`src/rtl/mlsc_pkg.sv`:
```
// ----------------------------------------------------------------------------
// mlsc_pkg: shared definitions of the companding sample codec
// Field widths, action codes and the segment tables used by the datapath.
// ----------------------------------------------------------------------------
`default_nettype none

package mlsc_pkg;

   localparam int SAMPLE_W  = 32;
   localparam int CODE_W    = 8;
   localparam int SHIFT_W   = 18;                 // sample bits below the 14-bit value
   localparam int VALUE_W   = SAMPLE_W - SHIFT_W; // 14-bit signed value
   localparam int MAG_W     = VALUE_W - 1;        // 13-bit magnitude
   localparam int SEG_COUNT = 8;
   localparam int SEG_W     = 3;
   localparam int IVL_W     = 4;
   localparam int IVL_MAX   = 15;
   localparam int SEG_LAST  = SEG_COUNT - 1;

   typedef enum logic {
      ACT_ENCODE = 1'b0,
      ACT_DECODE = 1'b1
   } action_type;

   // Upper magnitude threshold of each segment, smallest magnitudes first.
   localparam logic [MAG_W-1:0] SEG_TOP [SEG_COUNT] = '{
      13'd30, 13'd94, 13'd222, 13'd478, 13'd990, 13'd2014, 13'd4062, 13'd8190
   };

   // Quantizer step of each segment. All but the last are powers of two.
   localparam logic [MAG_W-1:0] SEG_STEP [SEG_COUNT] = '{
      13'd2, 13'd4, 13'd8, 13'd16, 13'd32, 13'd64, 13'd128, 13'd258
   };

   localparam logic [CODE_W-1:0] SIGN_MASK = 8'h80;

endpackage

`default_nettype wire

```
`src/rtl/mu_law_style_sample_codec.sv`:
```
// ----------------------------------------------------------------------------
// mu_law_style_sample_codec: mu-law style companding codec
// Converts 32-bit samples to 8-bit codes and back, direction chosen per request.
// ----------------------------------------------------------------------------
// An accepted request passes through the input register and then the result
// register before it is presented on the rsp_ ports.
// Throughput: one request per clock cycle; the input register and the result
// register are the only stages, with the codec logic between them.
// Reset: a synchronous reset clears both stage valid flags and holds busy high
// while reset is asserted. The receiver cannot stall, so busy is low otherwise.
`default_nettype none

module mu_law_style_sample_codec
   import mlsc_pkg::*;
(
   input  wire logic                       clock,
   input  wire logic                       reset,
   input  wire logic                       start,
   output logic                            busy,
   input  wire logic                       req_action,
   input  wire logic signed [SAMPLE_W-1:0] req_sample_in,
   input  wire logic [CODE_W-1:0]          req_code_in,
   output logic                            rsp_strobe,
   output logic [CODE_W-1:0]               rsp_code_out,
   output logic signed [SAMPLE_W-1:0]      rsp_sample_out
);

   // Input stage: the captured request waiting for the codec logic.
   logic                       stg_vld_ff;
   logic                       stg_vld_in;
   action_type                 stg_action_ff;
   logic signed [SAMPLE_W-1:0] stg_sample_ff;
   logic [CODE_W-1:0]          stg_code_ff;

   // Result stage: one result shown for exactly one cycle.
   logic                       rsp_vld_ff;
   logic [CODE_W-1:0]          rsp_code_ff;
   logic [CODE_W-1:0]          rsp_code_in;
   logic signed [SAMPLE_W-1:0] rsp_sample_ff;
   logic signed [SAMPLE_W-1:0] rsp_sample_in;

   logic accept;

   // Nothing downstream can push back, so the block only refuses requests
   // while it is being reset.
   assign busy   = reset;
   assign accept = start && !busy;

   assign stg_vld_in = accept;

   always_ff @(posedge clock) begin
      if (reset) begin
         stg_vld_ff <= 1'b0;
         rsp_vld_ff <= 1'b0;
      end else begin
         stg_vld_ff <= stg_vld_in;
         rsp_vld_ff <= stg_vld_ff;
      end
   end

   // Payload registers load unconditionally; the valid flags qualify them.
   always_ff @(posedge clock) begin
      stg_action_ff <= action_type'(req_action);
      stg_sample_ff <= req_sample_in;
      stg_code_ff   <= req_code_in;
      rsp_code_ff   <= rsp_code_in;
      rsp_sample_ff <= rsp_sample_in;
   end

   mlsc_datapath u_datapath (
      .action     (stg_action_ff),
      .sample_in  (stg_sample_ff),
      .code_in    (stg_code_ff),
      .code_out   (rsp_code_in),
      .sample_out (rsp_sample_in)
   );

   assign rsp_strobe     = rsp_vld_ff;
   assign rsp_code_out   = rsp_code_ff;
   assign rsp_sample_out = rsp_sample_ff;

   // An accepted request reaches the result ports through both stage registers.
   a_accept_to_rsp: assert property (@(posedge clock) disable iff (reset)
      accept |=> ##1 rsp_strobe)
      else $error("accepted request did not produce a result");

   // No result appears without a request in the input stage.
   a_no_spurious: assert property (@(posedge clock) disable iff (reset)
      !stg_vld_ff |=> !rsp_strobe)
      else $error("result strobe without a captured request");

   // Each result carries only one direction: the unused field is zero.
   a_one_field: assert property (@(posedge clock) disable iff (reset)
      rsp_strobe |-> (rsp_code_out == '0 || rsp_sample_out == '0))
      else $error("result drives both code and sample");

endmodule

`default_nettype wire

```
`src/rtl/mlsc_datapath.sv`:
```
// ----------------------------------------------------------------------------
// mlsc_datapath: encode and decode logic of the companding codec
// Combinational conversion between a sample and an 8-bit code for one request.
// ----------------------------------------------------------------------------
`default_nettype none

module mlsc_datapath
   import mlsc_pkg::*;
(
   input  wire action_type                action,
   input  wire logic signed [SAMPLE_W-1:0] sample_in,
   input  wire logic [CODE_W-1:0]         code_in,
   output logic [CODE_W-1:0]              code_out,
   output logic signed [SAMPLE_W-1:0]     sample_out
);

   logic [VALUE_W-1:0] value;
   logic               enc_sign;
   logic [MAG_W-1:0]   enc_mag;
   logic [CODE_W-1:0]  enc_code;
   logic [SAMPLE_W-1:0] dec_sample;

   assign value    = sample_in[SAMPLE_W-1:SHIFT_W];
   assign enc_sign = ~value[VALUE_W-1];
   assign enc_mag  = value[VALUE_W-1] ? ~value[MAG_W-1:0] : value[MAG_W-1:0];

   // Encoder: the first segment whose threshold covers the magnitude wins.
   always_comb begin
      logic             found;
      logic [SEG_W-1:0] seg;
      logic [IVL_W-1:0] ivl;
      logic [IVL_W-1:0] ivl_seg [SEG_COUNT];
      logic [MAG_W-1:0] diff;
      found = 1'b0;
      seg   = '0;
      for (int k = 0; k < SEG_COUNT; k++) begin
         diff = SEG_TOP[k] - enc_mag;
         if (k < SEG_LAST) begin
            ivl_seg[k] = IVL_W'(diff >> (k + 1));
         end else begin
            // The top step is not a power of two: count the step multiples.
            ivl_seg[k] = '0;
            for (int i = 1; i <= IVL_MAX; i++) begin
               if (diff >= MAG_W'(int'(SEG_STEP[k]) * i)) begin
                  ivl_seg[k] = IVL_W'(i);
               end
            end
         end
         if (!found && (enc_mag <= SEG_TOP[k])) begin
            found = 1'b1;
            seg   = SEG_W'(k);
         end
      end
      ivl = ivl_seg[seg];
      if (found) begin
         enc_code = {enc_sign, ~seg, ivl};
      end else begin
         // The largest magnitude lies beyond every segment: sign bit only.
         enc_code = enc_sign ? SIGN_MASK : '0;
      end
   end

   // Decoder: rebuild the magnitude from the segment top and the interval.
   always_comb begin
      logic [SEG_W-1:0]   seg;
      logic [MAG_W-1:0]   mag;
      logic [VALUE_W-1:0] dec_value;
      seg       = ~code_in[6:4];
      mag       = SEG_TOP[seg] - MAG_W'(SEG_STEP[seg] * MAG_W'(code_in[IVL_W-1:0]));
      dec_value = code_in[CODE_W-1] ? {1'b0, mag} : ~{1'b0, mag};
      dec_sample = {dec_value, {SHIFT_W{1'b0}}};
   end

   always_comb begin
      unique case (action)
         ACT_ENCODE: begin
            code_out   = enc_code;
            sample_out = '0;
         end
         ACT_DECODE: begin
            code_out   = '0;
            sample_out = dec_sample;
         end
         default: begin
            code_out   = '0;
            sample_out = '0;
         end
      endcase
   end

endmodule

`default_nettype wire

```
`config.mk`:
```
export PLATFORM = sky130hd
export DESIGN_NAME = mu_law_style_sample_codec
export DESIGN_NICKNAME = d
export VERILOG_FILES = /design/src/rtl/mlsc_pkg.sv /design/src/rtl/mu_law_style_sample_codec.sv /design/src/rtl/mlsc_datapath.sv
export SDC_FILE = /design/constraint.sdc
export NUM_CORES = 1
export LEC_CHECK = 0
export ABC_AREA = 1
export ABC_CLOCK_PERIOD_IN_PS = 7900
export BUFFER_PORTS_ARGS = -buffer_cell sky130_fd_sc_hd__buf_4
export CAP_MARGIN = 20
export CORE_MARGIN = 2
export CORE_UTILIZATION = 40
export DETAILED_ROUTE_END_ITERATION = 7
export PLACE_DENSITY_LB_ADDON = 0.15
export REMOVE_ABC_BUFFERS = 1
export SLEW_MARGIN = 40
export SYNTH_ARGS = -nofsm -noshare
export SYNTH_HDL_FRONTEND = slang
export SYNTH_SLANG_ARGS = --single-unit
```
`constraint.sdc`:
```
create_clock -name clock -period 7.9 [get_ports clock]
set_input_delay 0.79 -clock clock [delete_from_list [all_inputs] [get_ports clock]]
set_output_delay 0.79 -clock clock [all_outputs]
set_load 0.1 [all_outputs]
```
==> results of run 1 <==
==> power groups by stage <==
| stage | Combinational, mW | Sequential [mW] | Clock, mW |
|---|---|---|---|
| 3_5_place_dp | 0.517 | 0.289 | 0 |
| 4_1_cts | 0.519 | 0.284 | 0.188 |
| 2_1_floorplan | 0.252 | 0.451 | 0 |
| 3_3_place_gp | 0.514 | 0.289 | 0 |
| 5_1_grt | 0.566 | 0.287 | 0.194 |
| 6_report | 0.515 | 0.283 | 0.179 |
==> kinds of logic after synthesis <==
family          count (synthesis)
flops                          47
other cells                     1
simple gates                  307
fa+ha+maj                      40
xor+xnor                       15
buf+inv                       126
compound gates                 86
==> critical path, cell delays in order (launching register included) <==
cell	delay, ns
dfxtp_1	0.53
inv_1	0.17
nor3_1	0.36
nand2_1	0.12
fa_1	0.48
fa_1	0.49
ha_1	0.31
ha_1	0.36
nand2_1	0.07
o21ai_1	0.21
a21oi_1	0.10
o21bai_1	0.21
a21oi_1	0.13
o21bai_1	0.21
a21oi_1	0.10
o21ai_1	0.17
a21oi_1	0.09
o21a_1	0.12
==> cell usage in the layout (no fill, tap or decap), types with 6 or more instances in the layout <==
cell type / instances
nand2_1: 178
inv_1: 88
nor2_1: 58
buf_4: 49
dfxtp_1: 47
a21oi_1: 31
o21ai_0: 26
fa_1: 20
ha_1: 20
nand2_2: 19
conb_1: 18
nand3_1: 16
nor2_2: 13
xor2_1: 11
nand4_1: 10
inv_2: 8
o21ai_1: 6
==> stage by stage <==
step           cell area, sq um  setup slack (ns)  hold slack, ns  cells   util
5_1_grt                    4660              3.14           0.437    803  0.455
3_5_place_dp               4550              3.55           0.406    796  0.445
2_1_floorplan              4020              4.09           0.388    611      -
3_3_place_gp               4550              3.60           0.391    796  0.445
4_1_cts                    4660              3.52           0.419    803  0.455
6_report                   4660              3.57           0.412    803  0.455
==> flip-flops by register name, indices dropped and copies added, names as in the netlist <==
| signal | count |
|---|---|
| rsp_sample_out | 14 |
| stg_code_ff | 8 |
| stg_sample_ff | 14 |
| stg_vld_ff | 1 |
| rsp_strobe | 1 |
| rsp_code_out | 8 |
| stg_action_ff | 1 |
==> area by class of cell <==
type                    instances  area [sq um]
clock buffers                   5          68.8
clock inverters                 2          37.5
fillers                      1074          5570
inverters                      98           375
multi-input cells             466          2700
flip-flops and latches         47           941
well taps                     136           170
repair buffers                 49           368
==> per-layer routing <==
metal / up-vias / global-route usage / wire length, microns
met5: - / 0 / 0
met4: 0 / 0.0724 / 235
met3: 16 / 0.0282 / 255
met2: 61 / 0.341 / 4910
met1: 1696 / 0.214 / 4140
li1: 1989 / - / -
==> how the worst min path moves through the flow <==
| stage | start | end | slack [ns] | depth (start not counted) |
|---|---|---|---|---|
| 2_1_floorplan | stg_vld_ff | rsp_strobe | 0.39 | 2 |
| 3_3_place_gp | stg_vld_ff | rsp_strobe | 0.39 | 2 |
| 3_5_place_dp | stg_vld_ff | rsp_strobe | 0.41 | 2 |
| 4_1_cts | stg_vld_ff | rsp_strobe | 0.42 | 2 |
| 5_1_grt | stg_vld_ff | rsp_strobe | 0.44 | 2 |
| 6_report | stg_vld_ff | rsp_strobe | 0.41 | 2 |
==> run_results.csv, run 1 <==
group,metric,value,unit
logic_synthesis,ys_seq_area_frac,0.226,
power_and_ir_drop,intPower,0.491,mW
timing,final-setup-viol-count,0,
logic_synthesis,synth_top_family_by_area,"simple AND/OR/NAND/NOR gates",
outcome,status,"finished, final reports clean",
timing,clock_skew,0.0117,ns
floorplanning,initial_core_util,0.407,
clock_tree,cts_resized,0,
logic_synthesis,syn_avg_cell_area,6.70,sq um
detailed_routing,drc_errors,0,
timing,relSlewSlack,0.497,
timing,hold_viol_final,0,
power_and_ir_drop,seqPwrFrac,0.290,
timing,min_period_over_period,0.548,
grt,grt_pass1_vias,3734,
power_and_ir_drop,irDropWorstVdd,0.000174,V
floorplanning,fp.dieH,106,microns
floorplanning,coreArea,10200,sq um
logic_synthesis,synth.largest_area_cell,"dfxtp_1",
final_layout,nNetsFinal,751,
timing,fmax,231,MHz
clock_tree,insertion_delay,0.31,ns
setup_path,timing.rr.end,"rsp_sample_out[29]",
logic_synthesis,synth_cells,622,
floorplanning,ios,86,
clock_tree,tritoncts,"yes",
setup_path,critPathMaxFanout,10,
timing,finalCriticalPeriod,4.33,ns
logic_synthesis,synth.top_cell.area_share,0.226,
clock_tree,numCtsBuffers,5,
logic_synthesis,synth-compound-area-share,0.123,
clock_tree,h-tree-depth,2,
detailed_routing,via_per_inst,4.68,
logic_synthesis,synthMuxAreaShare,0,
timing,rsz0062_at_grt,"false",
final_layout,layout-drive-gt1-share,0.166,
power_and_ir_drop,leakagePower,2.33,nW
floorplanning,fp.dieW,106,microns
logic_synthesis,synthFlopType,"dfxtp_1",
detailed_routing,routed_wirelength,9.54,mm
clock_tree,cts_root_buf,"clkbuf_8",
detailed_routing,post_drt_wl_per_cell,11.9,microns
timing,worst_slew_pin_slew,0.754,ns
power_and_ir_drop,power.switching,0.486,mW
clock_tree,clockBufferDepth,2,
grt,grt_overflow,0,
setup_path,cp_data_arrival_time,4.54,ns
timing,drv_slew,0,
logic_synthesis,ys_async_sr_fraction,0,
setup_path,setup.worst_path.end_class,"flop",
power_and_ir_drop,p_comb_frac,0.527,
clock_tree,cts.clk_slew.worst_paths,0.09,ns
grt,grt_pass1_wl,16.7,mm
clock_tree,postCtsHoldBufs,0,
setup_path,crit-reg2reg-launch,"stg_code_ff[6]",
floorplanning,num_rows,37,
place,gp_congestion,0.900,
logic_synthesis,yosysMostFrequentCell,"nand2_1",
power_and_ir_drop,power_density,210,nW/um^2
logic_synthesis,yosysWarnings,0,
detailed_routing,drtIter0Drc,209,
logic_synthesis,synth_seq_cells,47,
final_layout,synthToLayoutAreaGrowth,11.8,%
grt,grt_max_degree,21,
detailed_routing,via_count,3762,
logic_synthesis,synthTopCellsByArea,"dfxtp_1 (23%), nand2_1 (16%), fa_1 (9.6%)",
setup_path,worst-r2r-cell-count,17,
clock_tree,numClockSinks,47,
logic_synthesis,synth_common_cells,"nand2_1 (178), inv_1 (88), nor2_1 (58)",
place,io_buffers,49,
clock_tree,post-cts-setup-buffers,0,
detailed_routing,ant_nets,0,
run,max_cap_viol_count,0,
logic_synthesis,synth_xor_area_frac,0.0315,
logic_synthesis,synth_area,4170,sq um
setup_path,critPathRequiredTime,8.11,ns
logic_synthesis,ys_types,42,
setup_path,worstSetupEndpoint,"rsp_sample_out[29]",
logic_synthesis,synthSimpleGateAreaFrac,0.321,
worst_hold_path,hp-class,"flop to flop",
timing,fin_tns_setup,0,ns
power_and_ir_drop,p_sw_frac,0.497,
logic_synthesis,synthAdderAreaFrac,0.156,
power_and_ir_drop,clkPwrFrac,0.183,
setup_path,worstSetupStartpointType,"flop",
floorplanning,die-area,11200,sq um
logic_synthesis,synth_edf_count,0,
setup_path,crit_start,"stg_code_ff[6]",
grt,antenna_found_initial,0,
place,dp_hpwl,7.84,mm
grt,grt.total_usage,0.185,
setup_path,r2r_slack,3.57,ns
final_layout,insertedDiodeCount,0,
power_and_ir_drop,power.total,0.977,mW
setup_path,critical_path_class,"flop to flop",
detailed_routing,drt-pass1-iter-count,5,
Power figures use the tool's default switching activity.
==> inputs of run 2 (changes only) <==
--- a/config.mk
+++ b/config.mk
@@ -5,8 +5,8 @@
 export SDC_FILE = /design/constraint.sdc
 export NUM_CORES = 1
 export LEC_CHECK = 0
-export ABC_AREA = 1
-export ABC_CLOCK_PERIOD_IN_PS = 7900
+export ABC_AREA = 0
+export ABC_CLOCK_PERIOD_IN_PS = 4000
 export BUFFER_PORTS_ARGS = -buffer_cell sky130_fd_sc_hd__buf_4
 export CAP_MARGIN = 20
 export CORE_MARGIN = 2
==> constraint.sdc (replaced) <==
create_clock -name clock -period 4 [get_ports clock]
set_input_delay 0.4 -clock clock [delete_from_list [all_inputs] [get_ports clock]]
set_output_delay 0.4 -clock clock [all_outputs]
set_load 0.1 [all_outputs]
==> run_results.csv, run 2 <==
group,metric,value,unit
outcome,status,"finished, final reports clean",
grt,antenna_found_initial,0,
power_and_ir_drop,irDropWorstVdd,0.000540,V
final_layout,finalCoreUtilization,0.487,
logic_synthesis,synth_seq_cells,47,
final_layout,synthToLayoutAreaGrowth,19.2,%
logic_synthesis,yosysWarnings,0,
floorplanning,coreArea,12000,sq um
grt,use_met2,0.377,
place,io_buffers,49,
place,gp_congestion,0.985,
logic_synthesis,ys_async_sr_fraction,0,
timing,hold_ws,0.207,ns
logic_synthesis,ys_types,86,
setup_path,r2r_slack,0.17,ns
run,max_cap_viol_count,0,
setup_path,setup.worst_path.end_class,"flop",
logic_synthesis,synth_cells,608,
timing,hold_viol_final,0,
detailed_routing,post_drt_wl_per_cell,16.6,microns
logic_synthesis,synth_area,4890,sq um
setup_path,timing.rr.end,"rsp_sample_out[30]",
logic_synthesis,syn_avg_cell_area,8.04,sq um
final_layout,nNetsFinal,758,
detailed_routing,drtIter0Drc,298,
logic_synthesis,synth_edf_count,0,
floorplanning,die-area,13100,sq um
place,dp_hpwl,10.7,mm
logic_synthesis,ys_seq_area_frac,0.192,
power_and_ir_drop,power.total,2.28,mW
timing,finalCriticalPeriod,3.83,ns
logic_synthesis,synth_common_cells,"nand2_1 (58), dfxtp_1 (47), nor2_1 (37)",
worst_hold_path,hold_end,"stg_sample_ff[25]",
floorplanning,fp.dieW,115,microns
detailed_routing,drc_errors,0,
final_layout,layout_commonest_cell,"buf_4",
detailed_routing,routed_wirelength,13.6,mm
detailed_routing,ant_nets,0,
logic_synthesis,synth.largest_area_cell,"dfxtp_1",
clock_tree,numCtsBuffers,5,
power_and_ir_drop,power_density,392,nW/um^2
setup_path,cp_data_arrival_time,4.02,ns
worst_hold_path,hp-start,"req_sample_in[25]",
detailed_routing,drt-pass1-iter-count,6,
clock_tree,postCtsHoldBufs,0,
timing,clock_skew,0.00341,ns
grt,grt_overflow,0,
clock_tree,cts.clk_slew.worst_paths,0.07,ns
clock_tree,insertion_delay,0.29,ns
grt,grtUsageMet1,0.264,
setup_path,crit_top_cell,"a21o_1",
setup_path,critPathRequiredTime,4.19,ns
final_layout,layout_common_cells,"buf_4 (101), nand2_1 (56), dfxtp_1 (44)",
timing,min_period_over_period,0.958,
setup_path,crit_slowest_cell,"fa_1",
setup_path,slowest_delay,0.58,ns
power_and_ir_drop,leakagePower,2.35,nW
setup_path,critPathMaxFanout,2,
worst_hold_path,holdPathStages,1,
timing,final-setup-viol-count,0,
floorplanning,fp.dieH,115,microns
floorplanning,initial_core_util,0.409,
setup_path,critical_path_class,"flop to flop",
final_layout,layout-drive-gt1-share,0.234,
grt,use_met3,0.0281,
logic_synthesis,synthTopCellsByArea,"dfxtp_1 (19%), fa_1 (8.2%), xnor2_1 (5.9%)",
setup_path,worstSetupStartpointType,"flop",
timing,drv_slew,0,
clock_tree,clockBufferDepth,2,
logic_synthesis,yosysMostFrequentCell,"nand2_1",
floorplanning,num_rows,40,
grt,grt_pass1_vias,4737,
grt,top_usage_layer,"met2",
detailed_routing,via_count,4772,
timing,worst_slew_pin_slew,0.781,ns
timing,fmax,261,MHz
detailed_routing,via_per_inst,5.81,
setup_path,crit-reg2reg-launch,"stg_code_ff[5]",
logic_synthesis,synth.top_cell.area_share,0.192,
clock_tree,numClockSinks,47,
clock_tree,tritoncts,"yes",
worst_hold_path,hp-class,"input pin to flop",
timing,relSlewSlack,0.477,
clock_tree,h-tree-depth,2,
floorplanning,ios,86,
grt,grt_pass1_wl,22.8,mm
final_layout,insertedDiodeCount,0,
place,place_inst,812,
final_layout,instances_no_fill,822,
setup_path,crit_chain,"or2_4, nor2_4, inv_2, nand2_2, nand2_2, fa_1, fa_1, ha_4, ha_4, a21o_1, a21o_1, a21o_1, a21o_1, a21o_1, a21oi_2, o21ai_2, xnor2_1, and2_1",
grt,grt.total_usage,0.215,
logic_synthesis,synthFlopType,"dfxtp_1",
clock_tree,cts_root_buf,"clkbuf_16",
setup_path,worst-r2r-cell-count,18,
grt,grt_max_degree,21,
-- run 2: cell count changes in the layout (fill, tap and decap cells not counted), sizes merged, moves of 8 or more --
cell    change
nor2       -36
xnor2      +30
nand2     -143
buf        +53
and2       +27
nor2b      +11
inv        -73
nor3        +8
or2         +8
a21oi       -9
o211ai     +11
a21o       +10
-- run 2: through the flow --
| step | setup slack, ns | instance area (sq um) | setup TNS [ns] |
|---|---|---|---|
| after global routing | -0.00460 | 5830 | -0.00460 |
| after floorplan | -0.371 | 4620 | -0.566 |
| after detailed placement | -0.262 | 5560 | -0.487 |
| after CTS | 0.00162 | 5770 | 0 |
| final | 0.170 | 5830 | 0 |
| after global placement | -0.214 | 5550 | -0.398 |
-- run 2: layout make-up --
| class | instances | area (sq um) |
|---|---|---|
| clock buffer | 6 | 139 |
| clock inverter | 2 | 16.3 |
| fill | 1154 | 6140 |
| inverter | 25 | 93.8 |
| multi-input combinational | 493 | 3680 |
| sequential | 47 | 945 |
| tap | 147 | 184 |
| timing repair buffer | 102 | 769 |
-- run 2: worst max-delay path by stage --
stage	cells after the start	to	slack [ns]	startpoint
floorplan	18	rsp_sample_out[30]	-0.37	stg_code_ff[6]
global placement	18	rsp_sample_out[30]	-0.21	stg_code_ff[6]
detailed placement	18	rsp_sample_out[30]	-0.26	stg_code_ff[6]
CTS	16	rsp_sample_out[30]	0.002	stg_code_ff[6]
global route	15	rsp_sample_out[29]	-0.005	stg_code_ff[6]
finish	18	rsp_sample_out[30]	0.17	stg_code_ff[5]
-- run 2: repair_timing --
action,in CTS,in global routing
setup buffers,1,1
pin swaps,5,20
setup endpoints to repair,3,4
resized for setup,8,18
-- run 2: kinds of logic (layout without fill, tap and decap cells) --
kind of cell / after synthesis / count (layout) / share of synthesized area
AO/OA/AOI/OAI: 172 / 172 / 0.266
XOR/XNOR: 40 / 40 / 0.0732
adder cells (fa/ha/maj): 42 / 42 / 0.137
buffers and inverters: 85 / 135 / 0.0875
flip-flops: 47 / 47 / 0.192
multiplexers: 10 / 10 / 0.0220
other: 1 / 18 / 0.000767
AND/OR/NAND/NOR: 211 / 211 / 0.221
-- run 2: critical path: cells and delay by family (launching register included) --
family	cells	cell delay, ns
fa+ha+maj	4	1.53
compound gates	7	1.05
flops	1	0.32
buf+inv	1	0.05
xor+xnor	1	0.12
simple gates	5	0.66
-- run 2: where the power goes --
group	switching [mW]	internal, mW	total, mW
logic	0.834	0.441	1.27
clock network	0.182	0.250	0.431
registers	0.0454	0.532	0.577
total	1.06	1.22	2.28
-- run 2: layer usage --
layer / wire length [microns] / vias up
li1: - / 2293
met2: 6810 / 167
met4: 394 / 0
met3: 598 / 29
met5: 0 / -
met1: 5820 / 2283
==> inputs of run 3 (changes only) <==
--- a/config.mk
+++ b/config.mk
@@ -12,7 +12,7 @@
 export CORE_MARGIN = 2
 export CORE_UTILIZATION = 40
 export DETAILED_ROUTE_END_ITERATION = 7
-export PLACE_DENSITY_LB_ADDON = 0.15
+export PLACE_DENSITY_LB_ADDON = 0.1
 export REMOVE_ABC_BUFFERS = 1
 export SLEW_MARGIN = 40
 export SYNTH_ARGS = -nofsm -noshare
==> run_results.csv, run 3 (synthesis gave the netlist of run 2 again) <==
group,metric,value,unit
grt,grt.total_usage,0.214,
detailed_routing,ant_nets,0,
grt,grt_overflow,0,
final_layout,layout-drive-gt1-share,0.225,
final_layout,synthToLayoutAreaGrowth,18.6,%
final_layout,finalInstanceArea,5800,sq um
floorplanning,initial_core_util,0.409,
timing,fin_ws,0.160,ns
detailed_routing,post_drt_wl_per_cell,16.7,microns
detailed_routing,maxUsedRoutingLayer,"met4",
setup_path,critPathRequiredTime,4.20,ns
floorplanning,fp.dieW,115,microns
setup_path,critical_path_class,"flop to flop",
final_layout,nNetsFinal,753,
clock_tree,h-tree-depth,2,
run,max_cap_viol_count,0,
floorplanning,die-area,13100,sq um
timing,clock_skew,0.00956,ns
grt,grt_pass1_vias,4294,
clock_tree,numCtsBuffers,5,
setup_path,worstSetupStartpointType,"flop",
setup_path,crit_chain,"or2_4, nor2_4, inv_2, nand2_2, nand2_2, fa_1, fa_1, ha_4, ha_4, a21o_1, a21o_1, a21o_1, a21o_1, a21o_1, a21oi_2, o21ai_2, xnor2_1, and2_1",
detailed_routing,routed_wirelength,13.7,mm
outcome,status,"finished, final reports clean",
detailed_routing,drt-pass1-iter-count,5,
timing,finalCriticalPeriod,3.84,ns
timing,hold_ws,0.196,ns
detailed_routing,drc_errors,0,
power_and_ir_drop,irDropWorstVdd,0.000201,V
detailed_routing,wl_met2,5.83,mm
place,dpl-instance-area,5530,sq um
setup_path,slowest_delay,0.57,ns
timing,fin_tns_setup,0,ns
clock_tree,numClockSinks,47,
final_layout,finalCoreUtilization,0.485,
final_layout,insertedDiodeCount,0,
setup_path,crit_slowest_cell,"fa_1",
detailed_routing,drtIter0Drc,306,
floorplanning,coreArea,12000,sq um
floorplanning,num_rows,40,
setup_path,cp_data_arrival_time,4.04,ns
timing,rsz0062_at_grt,"true",
timing,hold_viol_final,0,
place,gp_congestion,0.910,
floorplanning,fp.dieH,115,microns
clock_tree,tritoncts,"yes",
final_layout,layout_common_cells,"buf_4 (96), nand2_1 (56), dfxtp_1 (44)",
grt,grt_max_degree,22,
clock_tree,cts_root_buf,"clkbuf_16",
setup_path,crit_top_cell,"a21o_1",
power_and_ir_drop,power_density,393,nW/um^2
timing,min_period_over_period,0.960,
clock_tree,clockBufferDepth,2,
detailed_routing,met1_length,6.51,mm
detailed_routing,wl_met3,1.14,mm
place,dp_hpwl,10.6,mm
grt,antenna_found_initial,0,
place,place_ws,-0.251,ns
timing,drv_slew,0,
setup_path,critPathMaxFanout,2,
place,io_buffers,49,
timing,final-setup-viol-count,0,
grt,grt_pass1_wl,22.3,mm
floorplanning,ios,86,
clock_tree,insertion_delay,0.30,ns
setup_path,setup.worst_path.end_class,"flop",
power_and_ir_drop,leakagePower,2.33,nW
final_layout,layout_commonest_cell,"buf_4",
clock_tree,postCtsHoldBufs,0,
timing,worst_slew_pin_slew,0.780,ns
final_layout,nFillCells,1190,
detailed_routing,via_per_inst,5.77,
timing,fmax,260,MHz
timing,relSlewSlack,0.478,
clock_tree,cts.clk_slew.worst_paths,0.07,ns
detailed_routing,via_count,4713,
worst_hold_path,hp-class,"input pin to flop",
## run 3: through the flow
step	instances	power [mW]
3_5_place_dp	808	1.80
4_1_cts	816	2.27
2_1_floorplan	565	1.50
3_3_place_gp	808	1.79
5_1_grt	817	2.42
6_report	817	2.28
## run 3: path summary, 6_finish.rpt
path / start / to / slack, ns / cells past startpoint
setup / recovery: stg_code_ff[5] / rsp_sample_out[30] / 0.16 / 18
hold / removal: req_code_in[3] / stg_code_ff[3] / 0.20 / 1
setup reg to reg: stg_code_ff[5] / rsp_sample_out[30] / 0.16 / 18
hold reg to reg: stg_vld_ff / rsp_strobe / 0.46 / 1
## run 3: final cells by class
cell class,instances,area (sq um),area share
Tap cell,147,184,0.0317
Timing Repair Buffer,97,732,0.126
Sequential cell,47,945,0.163
Clock buffer,6,139,0.0240
Clock inverter,2,16.3,0.00281
Inverter,25,93.8,0.0162
Multi-Input combinational cell,493,3690,0.636
## run 3: routing by layer
metal	track usage	vias to the layer above
met4	0.0537	0
met1	0.309	2213
li1	-	2285
met2	0.316	199
met5	0	-
met3	0.0566	16
## run 3: where the power goes
group	switching, mW	internal, mW	leakage [nW]
clock network	0.195	0.250	0.0731
registers	0.0474	0.532	0.394
logic	0.823	0.429	1.86
## run 3: what timing repair did
action / in CTS / in global routing
resized for setup: 11 / 14
setup buffers: 0 / 1
setup endpoints to repair: 3 / 4
pin swaps: 5 / 19
## run 3: critical path: cells and delay by family, from the launching register on
kind,cells,cell delay [ns]
buf+inv,1,0.05
flops,1,0.32
fa+ha+maj,4,1.52
simple gates,5,0.65
xor+xnor,1,0.12
compound gates,7,1.10
